<file path="src/hw/rtl/position_table_run_leb128_encoder_macros.svh">
// Assertion helpers for the position table encoder.
`ifndef POSITION_TABLE_RUN_LEB128_ENCODER_MACROS_SVH
`define POSITION_TABLE_RUN_LEB128_ENCODER_MACROS_SVH

// Same-cycle implication.
`define PTRLE_ASSERT_NOW(label, clk, rst, ante, cons) \
   label: assert property (@(posedge clk) disable iff (rst) (ante) |-> (cons)) \
      else $error("ptrle assertion failed");

// Next-cycle implication.
`define PTRLE_ASSERT_NEXT(label, clk, rst, ante, cons) \
   label: assert property (@(posedge clk) disable iff (rst) (ante) |=> (cons)) \
      else $error("ptrle assertion failed");

`endif

</file>
<file path="src/hw/rtl/ptrle_pkg.sv">
`timescale 1ns / 1ps

package ptrle_pkg;

   localparam int POS_W   = 48;
   localparam int RUN_W   = 25;
   localparam int WORK_W  = POS_W + 1;
   localparam int GROUP_W = 7;
   localparam int BYTE_W  = 8;

   localparam logic [RUN_W-1:0] MAX_ENTRIES = RUN_W'(16777216);
   localparam logic [POS_W-1:0] NEG_SENTINEL = POS_W'(1);

   typedef enum logic [1:0] {
      ST_IDLE,
      ST_RUN,
      ST_VAL
   } state_type;

   typedef struct packed {
      logic load;
      logic step;
      logic signed_mode;
   } unit_ctrl_type;

   typedef struct packed {
      logic              done;
      logic [BYTE_W-1:0] group_byte;
   } unit_status_type;

endpackage

</file>
<file path="src/hw/rtl/position_table_run_leb128_encoder.sv">
// The request loads the group shifter; its first byte is registered onto rsp_ when the output slot is free.
// Throughput: one byte per cycle while rsp_ready holds; a new request is taken only once the
// item's last byte is registered, as the single 7-bit group shifter serves both the run and the value.
// A zero entry without end mark emits nothing and leaves the sequencer idle.
// Reset (synchronous): sequencer idle, no response pending, run count zero,
// remembered negative back to the positive sentinel.
`timescale 1ns / 1ps
`include "position_table_run_leb128_encoder_macros.svh"

module position_table_run_leb128_encoder (
   input  logic                                 clock,
   input  logic                                 reset,
   input  logic                                 req_valid,
   output logic                                 req_ready,
   input  logic signed [ptrle_pkg::POS_W-1:0]   req_position,
   input  logic                                 req_end_of_table,
   output logic                                 rsp_valid,
   input  logic                                 rsp_ready,
   output logic [ptrle_pkg::BYTE_W-1:0]         rsp_out_byte,
   output logic                                 rsp_last_of_item
);

   localparam int RUN_PAD = ptrle_pkg::WORK_W - ptrle_pkg::RUN_W - 1;

   ptrle_pkg::state_type              state_ff, state_in;
   logic [ptrle_pkg::RUN_W-1:0]       run_ff, run_in;
   logic [ptrle_pkg::POS_W-1:0]       last_neg_ff, last_neg_in;
   logic [ptrle_pkg::WORK_W-1:0]      val_ff, val_in;
   logic                              has_val_ff, has_val_in;
   logic                              rsp_valid_ff, rsp_valid_in;
   logic [ptrle_pkg::BYTE_W-1:0]      rsp_byte_ff, rsp_byte_in;
   logic                              rsp_last_ff, rsp_last_in;

   ptrle_pkg::unit_ctrl_type          unit_ctrl;
   ptrle_pkg::unit_status_type        unit_status;
   logic [ptrle_pkg::WORK_W-1:0]      unit_value;

   logic                              req_fire;
   logic                              slot_free;
   logic                              pos_zero;
   logic                              neg_match;
   logic [ptrle_pkg::RUN_W-1:0]       run_inc;
   logic [ptrle_pkg::POS_W-1:0]       val_sel;
   logic [ptrle_pkg::WORK_W-1:0]      val_enc;

   assign req_ready        = (state_ff == ptrle_pkg::ST_IDLE);
   assign req_fire         = req_valid && req_ready;
   assign slot_free        = !rsp_valid_ff || rsp_ready;
   assign rsp_valid        = rsp_valid_ff;
   assign rsp_out_byte     = rsp_byte_ff;
   assign rsp_last_of_item = rsp_last_ff;

   assign pos_zero  = (req_position == '0);
   assign neg_match = (req_position == last_neg_ff);
   assign run_inc   = (run_ff < ptrle_pkg::MAX_ENTRIES) ? run_ff + 1'b1 : run_ff;
   assign val_sel   = (req_position[ptrle_pkg::POS_W-1] && neg_match) ? '0 : req_position;
   assign val_enc   = {val_sel, 1'b1};

   ptrle_group_unit u_group (
      .clock      (clock),
      .ctrl       (unit_ctrl),
      .load_value (unit_value),
      .status     (unit_status)
   );

   // next state
   always_comb begin
      state_in = state_ff;
      unique case (state_ff)
         ptrle_pkg::ST_IDLE: begin
            if (req_fire) begin
               if (pos_zero) begin
                  state_in = req_end_of_table ? ptrle_pkg::ST_RUN : ptrle_pkg::ST_IDLE;
               end else begin
                  state_in = (run_ff != '0) ? ptrle_pkg::ST_RUN : ptrle_pkg::ST_VAL;
               end
            end
         end
         ptrle_pkg::ST_RUN: begin
            if (slot_free && unit_status.done) begin
               state_in = has_val_ff ? ptrle_pkg::ST_VAL : ptrle_pkg::ST_IDLE;
            end
         end
         ptrle_pkg::ST_VAL: begin
            if (slot_free && unit_status.done) begin
               state_in = ptrle_pkg::ST_IDLE;
            end
         end
         default: state_in = ptrle_pkg::ST_IDLE;
      endcase
   end

   // datapath and outputs
   always_comb begin
      run_in       = run_ff;
      last_neg_in  = last_neg_ff;
      val_in       = val_ff;
      has_val_in   = has_val_ff;
      rsp_valid_in = rsp_valid_ff && !rsp_ready;
      rsp_byte_in  = rsp_byte_ff;
      rsp_last_in  = rsp_last_ff;
      unit_ctrl    = '0;
      unit_value   = val_ff;
      unique case (state_ff)
         ptrle_pkg::ST_IDLE: begin
            if (req_fire) begin
               if (pos_zero) begin
                  run_in     = run_inc;
                  has_val_in = 1'b0;
                  unit_ctrl.load = req_end_of_table;
                  unit_value     = {{RUN_PAD{1'b0}}, run_inc, 1'b0};
               end else begin
                  val_in     = val_enc;
                  has_val_in = 1'b1;
                  run_in     = '0;
                  if (req_position[ptrle_pkg::POS_W-1] && !neg_match) begin
                     last_neg_in = req_position;
                  end
                  unit_ctrl.load = 1'b1;
                  if (run_ff != '0) begin
                     unit_value = {{RUN_PAD{1'b0}}, run_ff, 1'b0};
                  end else begin
                     unit_value            = val_enc;
                     unit_ctrl.signed_mode = 1'b1;
                  end
               end
               if (req_end_of_table) begin
                  run_in      = '0;
                  last_neg_in = ptrle_pkg::NEG_SENTINEL;
               end
            end
         end
         ptrle_pkg::ST_RUN, ptrle_pkg::ST_VAL: begin
            if (slot_free) begin
               rsp_valid_in   = 1'b1;
               rsp_byte_in    = unit_status.group_byte;
               rsp_last_in    = unit_status.done &&
                                !(state_ff == ptrle_pkg::ST_RUN && has_val_ff);
               unit_ctrl.step = 1'b1;
               if (state_ff == ptrle_pkg::ST_RUN && unit_status.done && has_val_ff) begin
                  unit_ctrl.load        = 1'b1;
                  unit_ctrl.signed_mode = 1'b1;
                  unit_value            = val_ff;
               end
            end
         end
         default: ;
      endcase
   end

   always_ff @(posedge clock) begin
      if (reset) begin
         state_ff     <= ptrle_pkg::ST_IDLE;
         run_ff       <= '0;
         last_neg_ff  <= ptrle_pkg::NEG_SENTINEL;
         has_val_ff   <= 1'b0;
         rsp_valid_ff <= 1'b0;
      end else begin
         state_ff     <= state_in;
         run_ff       <= run_in;
         last_neg_ff  <= last_neg_in;
         has_val_ff   <= has_val_in;
         rsp_valid_ff <= rsp_valid_in;
      end
   end

   always_ff @(posedge clock) begin
      val_ff      <= val_in;
      rsp_byte_ff <= rsp_byte_in;
      rsp_last_ff <= rsp_last_in;
   end

   `PTRLE_ASSERT_NOW(a_run_bounded, clock, reset, 1'b1, run_ff <= ptrle_pkg::MAX_ENTRIES)
   `PTRLE_ASSERT_NOW(a_last_byte_ends_number, clock, reset, rsp_valid_ff && rsp_last_ff, !rsp_byte_ff[ptrle_pkg::BYTE_W-1])
   `PTRLE_ASSERT_NEXT(a_quiet_zero, clock, reset, req_fire && pos_zero && !req_end_of_table, state_ff == ptrle_pkg::ST_IDLE)
   `PTRLE_ASSERT_NEXT(a_table_end_clears, clock, reset, req_fire && req_end_of_table, run_ff == '0 && last_neg_ff == ptrle_pkg::NEG_SENTINEL)

endmodule

</file>
<file path="src/hw/rtl/ptrle_group_unit.sv">
`timescale 1ns / 1ps

module ptrle_group_unit (
   input  logic                           clock,
   input  ptrle_pkg::unit_ctrl_type       ctrl,
   input  logic [ptrle_pkg::WORK_W-1:0]   load_value,
   output ptrle_pkg::unit_status_type     status
);

   logic [ptrle_pkg::WORK_W-1:0] work_ff;
   logic [ptrle_pkg::WORK_W-1:0] work_in;
   logic                         signed_ff;
   logic                         signed_in;
   logic [ptrle_pkg::WORK_W-1:0] rest;
   logic                         all_zero;
   logic                         all_one;
   logic                         sign_bit;

   assign rest     = ptrle_pkg::WORK_W'($signed(work_ff) >>> ptrle_pkg::GROUP_W);
   assign all_zero = (rest == '0);
   assign all_one  = (rest == '1);
   assign sign_bit = work_ff[ptrle_pkg::GROUP_W-1];

   always_comb begin
      work_in   = work_ff;
      signed_in = signed_ff;
      if (ctrl.load) begin
         work_in   = load_value;
         signed_in = ctrl.signed_mode;
      end else if (ctrl.step) begin
         work_in = rest;
      end
   end

   always_comb begin
      if (signed_ff) begin
         status.done = (all_zero && !sign_bit) || (all_one && sign_bit);
      end else begin
         status.done = all_zero;
      end
      status.group_byte = {!status.done, work_ff[ptrle_pkg::GROUP_W-1:0]};
   end

   always_ff @(posedge clock) begin
      work_ff   <= work_in;
      signed_ff <= signed_in;
   end

endmodule
</file>
<file path="config.mk">
export PLATFORM = sky130hd
export DESIGN_NAME = position_table_run_leb128_encoder
export DESIGN_NICKNAME = d
export VERILOG_FILES = /design/src/hw/rtl/ptrle_pkg.sv /design/src/hw/rtl/position_table_run_leb128_encoder.sv /design/src/hw/rtl/ptrle_group_unit.sv
export VERILOG_INCLUDE_DIRS = /design/src /design/src/hw/rtl
export SDC_FILE = /design/constraint.sdc
export NUM_CORES = 1
export LEC_CHECK = 0
export ABC_AREA = 0
export ABC_CLOCK_PERIOD_IN_PS = 10230
export BUFFER_PORTS_ARGS = -buffer_cell sky130_fd_sc_hd__clkbuf_2
export CAP_MARGIN = 20
export CORE_UTILIZATION = 30
export DETAILED_ROUTE_END_ITERATION = 12
export SYNTH_ARGS = -nofsm -noshare
export SYNTH_HDL_FRONTEND = slang
export SYNTH_HIERARCHICAL = 1
export SYNTH_SLANG_ARGS = --single-unit
</file>
<file path="constraint.sdc">
create_clock -name clock -period 10.23 [get_ports clock]
set_input_delay 2.046 -clock clock [delete_from_list [all_inputs] [get_ports clock]]
set_output_delay 2.046 -clock clock [all_outputs]
set_load 0.02 [all_outputs]
</file>
Yosys cells after proc, flatten, opt, wreduce, memory -nomap -nowiden:

Cells that the tools add are included.

* $add $sub $neg: 1
* order comparisons: 1
* eq/ne operators: 8
* mux-type cells: 35
* bitwise gates (word level): 1
* reduce and logical (&&, ||, !) cells: 31

Operators by type and width (number)
* 49-bit two-way mux: 5
* 48-bit two-way mux: 5
* 25-bit two-way mux: 3
* 49-bit equality test, second input constant: 1
* 49-bit logical NOT: 1
* 48-bit equality test: 1
* 48-bit logical NOT: 1
* 25-bit by 1-bit adder with 25-bit output, second input constant: 1
* 25-bit < comparator, second input constant: 1
* 25-bit nonzero test: 1
* 1-bit two-way mux: 12
* 2-bit two-way mux: 6
* 1-bit logical AND: 11
* 1-bit logical NOT: 6
* 2-bit != test, second input constant: 3
* 2-bit one-hot mux with 3 select lines: 1
* 3-bit AND reduction: 2
* 1-bit one-hot mux with 2 select lines: 2
* 2-bit AND reduction: 2
* 4-bit AND reduction: 1
* 2-bit nonzero test: 2
* 3-bit two-way mux: 1
* 2-bit by 1-bit equality test with 1-bit output, second input constant: 1
* 2-bit equality test, second input constant: 1
* other kinds (5): 6

* register bits: 184
* bits of input ports: 53
* output and inout port bits: 11
* word-level logic and storage cells: 88

Logic depth before layout (Yosys ltp):

* word-level depth: 11
* mapped depth: 11
* gate-level depth less buffers: 9

By module:

The synthesis kept the hierarchy.

Modules (own cells, without submodules)
* position_table_run_leb128_encoder: times used 1, cells each 827, area each 7438.4 sq um, sequential area each 3253.1 sq um
* ptrle_group_unit: times used 1, cells each 152, area each 2337.2 sq um, sequential area each 1501.4 sq um

Least setup slack after synthesis:

OpenSTA, ideal clock, no wires.

* path kind: in2reg
* start point: input req_position[47] (netlist bit)
* end point: register u_group/work_ff[48] (netlist bit) (data pin)
* library setup time: 0.131 ns
* data arrival time: 5.052 ns
* data required time: 10.099 ns
* path slack: 5.047 ns
* stages: 7
* path buffers: 1
* cells stage by stage: nor4_1 > nand4_1 > nor3_1 > clkbuf_1 > nor2_1 > a32o_1 > and2_1

* cells in the longest elaborated chain, start to end: 8
* elaborated cells between the ends (all ways): 9
* those cells by class: eq/ne (1); mux (6); reduce/logical (2)

Ends and longest elaborated chain
* start, declared: line position_table_run_leb128_encoder.sv:15 `input logic signed [ptrle_pkg::POS_W-1:0] req_position,`
* 48-bit equality test: line position_table_run_leb128_encoder.sv:54 `assign neg_match = (req_position == last_neg_ff);`
* 1-bit logical AND: line position_table_run_leb128_encoder.sv:56 `assign val_sel = (req_position[ptrle_pkg::POS_W-1] && neg_match) ? '0 : req_position;`
* 48-bit two-way mux: line position_table_run_leb128_encoder.sv:56
* 49-bit two-way mux: line position_table_run_leb128_encoder.sv:120 `if (run_ff != '0) begin`
* 49-bit two-way mux (*): line position_table_run_leb128_encoder.sv:107 `if (pos_zero) begin`
* 49-bit two-way mux (*): line position_table_run_leb128_encoder.sv:106 `if (req_fire) begin`
* 49-bit two-way mux (*)
* via unit_value (one bit): line position_table_run_leb128_encoder.sv:36 `logic [ptrle_pkg::WORK_W-1:0] unit_value;`
* 49-bit two-way mux (*): line ptrle_group_unit.sv:27 `if (ctrl.load) begin`
* via u_group.work_in (one bit): line ptrle_group_unit.sv:11 `logic [ptrle_pkg::WORK_W-1:0] work_in;`
* end signal, assigned: line ptrle_group_unit.sv:45 `work_ff <= work_in;`
* end, declared: line ptrle_group_unit.sv:10 `logic [ptrle_pkg::WORK_W-1:0] work_ff;`

Mark *: on every way through the listed nets, which the timed path passes. The rest lies on a longest branch. The select of a mux whose other input is x is not followed.
A chain may end at the register's enable or synchronous reset.

==> summary.md <==
| Metric | Value |
|---|---|
| Num CTS Buffers | `17` |
| Rel. slew slack | `0.381` |
| Largest cells by area after synthesis | `edfxtp_1 33%, dfxtp_1 16%, nand2_1 5.4%` |
| Mapped Area | `between 9000 and 10000 um^2` |
| Status | `finished, final reports clean` |
| Lkg Pwr | `0.00361 uW` |
| Clock-pin transition on the worst setup and hold timing paths | `around 0.08 ns` |
| Hold path depth | `0` |
| R2R cell count | `8` |
| Crit Path Class | `in -> reg` |
| Final Instance Area | `11100 um^2` |
| Nets | `1057` |
| Die height | `around 180 um` |
| Worst Tran Pin Value | `0.919 ns` |
| Critical path cell sequence | `clkbuf_2 > nor4_1 > nand4_1 > or3_1 > buf_4 > o21ai_0 > a21oi_4 > buf_4 > or2_2 > buf_12` |
| Synth cell types | `52` |
| Post-DR vias/cell | `5.20` |
| Starting DRT DRC Count | `481` |
| Area of the multi-input gates | `4660 um^2` |
| Post-CTS setup buffers | `0` |
| Storage element area | `4750 um^2` |
| Fin crit period | `5.11 ns` |
| WP buf/inv | `4` |
| Critical path's largest stage delay | `0.72 ns` |
| Post-CTS Hold Fix Bufs | `0` |
| RD Place Congestion | `approximately 0.8` |
| RSZ-0062 raised after global routing | `no` |
| Fillers | `3226` |
| Final Hold Fails | `0` |
| Reg2reg setup slack | `6.84 ns` |
| Pin count of the biggest net entering global routing | `68` |
| Chip Width | `around 180 um` |
| Hold_ws | `approximately 0.43 ns` |
| Dpl hpwl | `19400 um` |
| Cell taking the most area after synthesis | `edfxtp_1` |
| Io pins | `between 60 and 70` |
| Met2 Wirelength | `roughly 13000 um` |
| TritonRoute pass-1 iters | `5` |
| Critical path arrival | `roughly 5.3 ns` |
| Routed length on met3 | `around 1100 um` |
| Final core utilization | `0.348` |
| Antenna Violating Nets Remaining | `0` |
| Fin Clk Skew | `~0.021 ns` |
| Fin. max-slew vios | `0` |
| Fmax | `0.196 GHz` |
| Final worst setup slack | `5.12 ns` |
| CTS root buf | `clkbuf_16` |
| Row count | `65` |
| EDFF count, synth | `107` |
| Die Area | `33300 um^2` |
| First-pass GRT wire length | `43000 um` |
| Clk Latency, worst-skew pair | `0.45 ns` |
| Post-synthesis sequential area ratio | `0.486` |
| Syn-to-layout area delta | `13.1%` |
| Core area | `around 32000 um^2` |
| Initial antenna violation count | `1` |
| Routed WL | `27800 um` |
| Slowest CP cell | `nor4_1` |
| Fin crit share | `0.499` |
| Critical path launch point type | `input pin` |
| Ys async rst share | `0` |
| Synth top area share | `0.329` |
| Initial Utilization | `0.307` |
| Peak VDD IR | `0.112 mV` |
| Post-synthesis instance total | `979` |
| Vias | `7521` |
| Sink Count | `about 180` |
| Clock H-tree levels | `4` |
| CTS max path bufs | `2` |
| Post-synth top cells | `140 x nand2_1, 107 x edfxtp_1, 77 x dfxtp_1` |
| CP Depth | `10` |
| Worst setup EP type | `register` |
| Post-CTS Resized | `0` |
| # DRC | `0` |
| Yosys warnings | `6` |
| WL met1 | `~13000 um` |
| Ratio of cells with drive above 1 in the final layout | `0.165` |
| Max Cap Viol | `0` |
| Vias in the first global route | `7195` |
| Critical path peak fanout | `53` |
| GRT Overall Usage | `0.170` |
| WP data required | `10.41 ns` |
| Final setup fails | `0` |
| Wirelength per Cell | `between 15 and 20 um` |
| HP Class | `reg -> reg` |
| Placed cell area | `10400 um^2` |
| CP top delay family | `simple AND/OR/NAND/NOR gates` |
| Synth Register Bits | `184` |
| Setup TNS | `0 ns` |
| Most Frequent Cell on Critical Path | `buf_4` |
| Port-buffer cells | `63` |
| CTS tree | `yes` |
| Syn avg cell area | `between 9 and 10 um^2` |
| Pre-CTS setup slack | `between 4 and 5 ns` |
| Grt ovf | `0` |
| Count leader, synth | `nand2_1` |
| Ys flop type | `edfxtp_1` |
| Synth Net Count | `1038` |
| Max Used Layer | `met4` |
| PwrDens | `169 nW/um^2` |
kinds of logic (layout without fill, tap and decap cells):
| family | after synthesis | count (layout) | share of synthesized area |
|---|---|---|---|
| AO/OA/AOI/OAI | 141 | 141 | 0.0956 |
| XOR/XNOR | 58 | 58 | 0.0520 |
| adder cells (fa/ha/maj) | 6 | 6 | 0.00768 |
| buffers and inverters | 88 | 120 | 0.0412 |
| flip-flops | 184 | 184 | 0.486 |
| multiplexers | 91 | 91 | 0.0984 |
| other | 0 | 1 | 0 |
| AND/OR/NAND/NOR | 411 | 411 | 0.219 |
report_power, final:
| group | internal (uW) | total, uW | switching [uW] |
|---|---|---|---|
| clock network | 346 | 681 | 335 |
| registers | 877 | 920 | 43.3 |
| logic | 105 | 270 | 165 |
cells in the final DEF (no fill, tap or decap), drive strengths merged, types with 15 or more instances in the layout:
master / n
edfxtp: 107
a31oi: 15
dfxtp: 77
nor3: 20
nand2: 140
nand3: 27
nor2: 40
clkbuf: 81
inv: 19
mux2i: 50
buf: 15
a22o: 22
nand4: 40
or3: 17
and2: 52
o21ai: 26
a21oi: 39
nor4: 33
mux2: 41
xnor2: 56
path summary, 6_finish.rpt:
check | from | to
worst min register to register | u_group/work_ff[1] | rsp_out_byte[1]
worst max-delay path | req_position[8] | u_group/work_ff[29]
worst max register to register | u_group/work_ff[30] | u_group/work_ff[23]
worst min-delay path | u_group/work_ff[1] | rsp_out_byte[1]
registers in the layout, summed over array words and instances (netlist names):
register and cells:
val_ff 48, rsp_out_byte 8, rsp_last_of_item 1, run_ff 25, state_ff 2, u_group/signed_ff 1, last_neg_ff 48, u_group/work_ff 49
rsp_valid 1, has_val_ff 1
metrics by stage:
stage          power (uW)  instances
3_5_place_dp         1200       1413
4_1_cts              1880       1445
3_3_place_gp         1200       1413
5_1_grt              1940       1447
2_1_floorplan        1110        979
6_report             1870       1447
area by class of cell:
class                   instances  area share
clock buffers                  18      0.0407
diodes                          1    0.000226
inverters                      10     0.00340
clock inverters                14      0.0148
multi-input cells             707       0.422
well taps                     435      0.0492
flip-flops and latches        184       0.430
repair buffers                 78      0.0398
routing by layer:
layer,global-route usage,up-vias
li1,-,3612
met1,0.227,3665
met2,0.264,192
met3,0.0261,52
met4,0.0921,0
met5,0,-
Note: power is estimated with default switching activity, not from simulation.
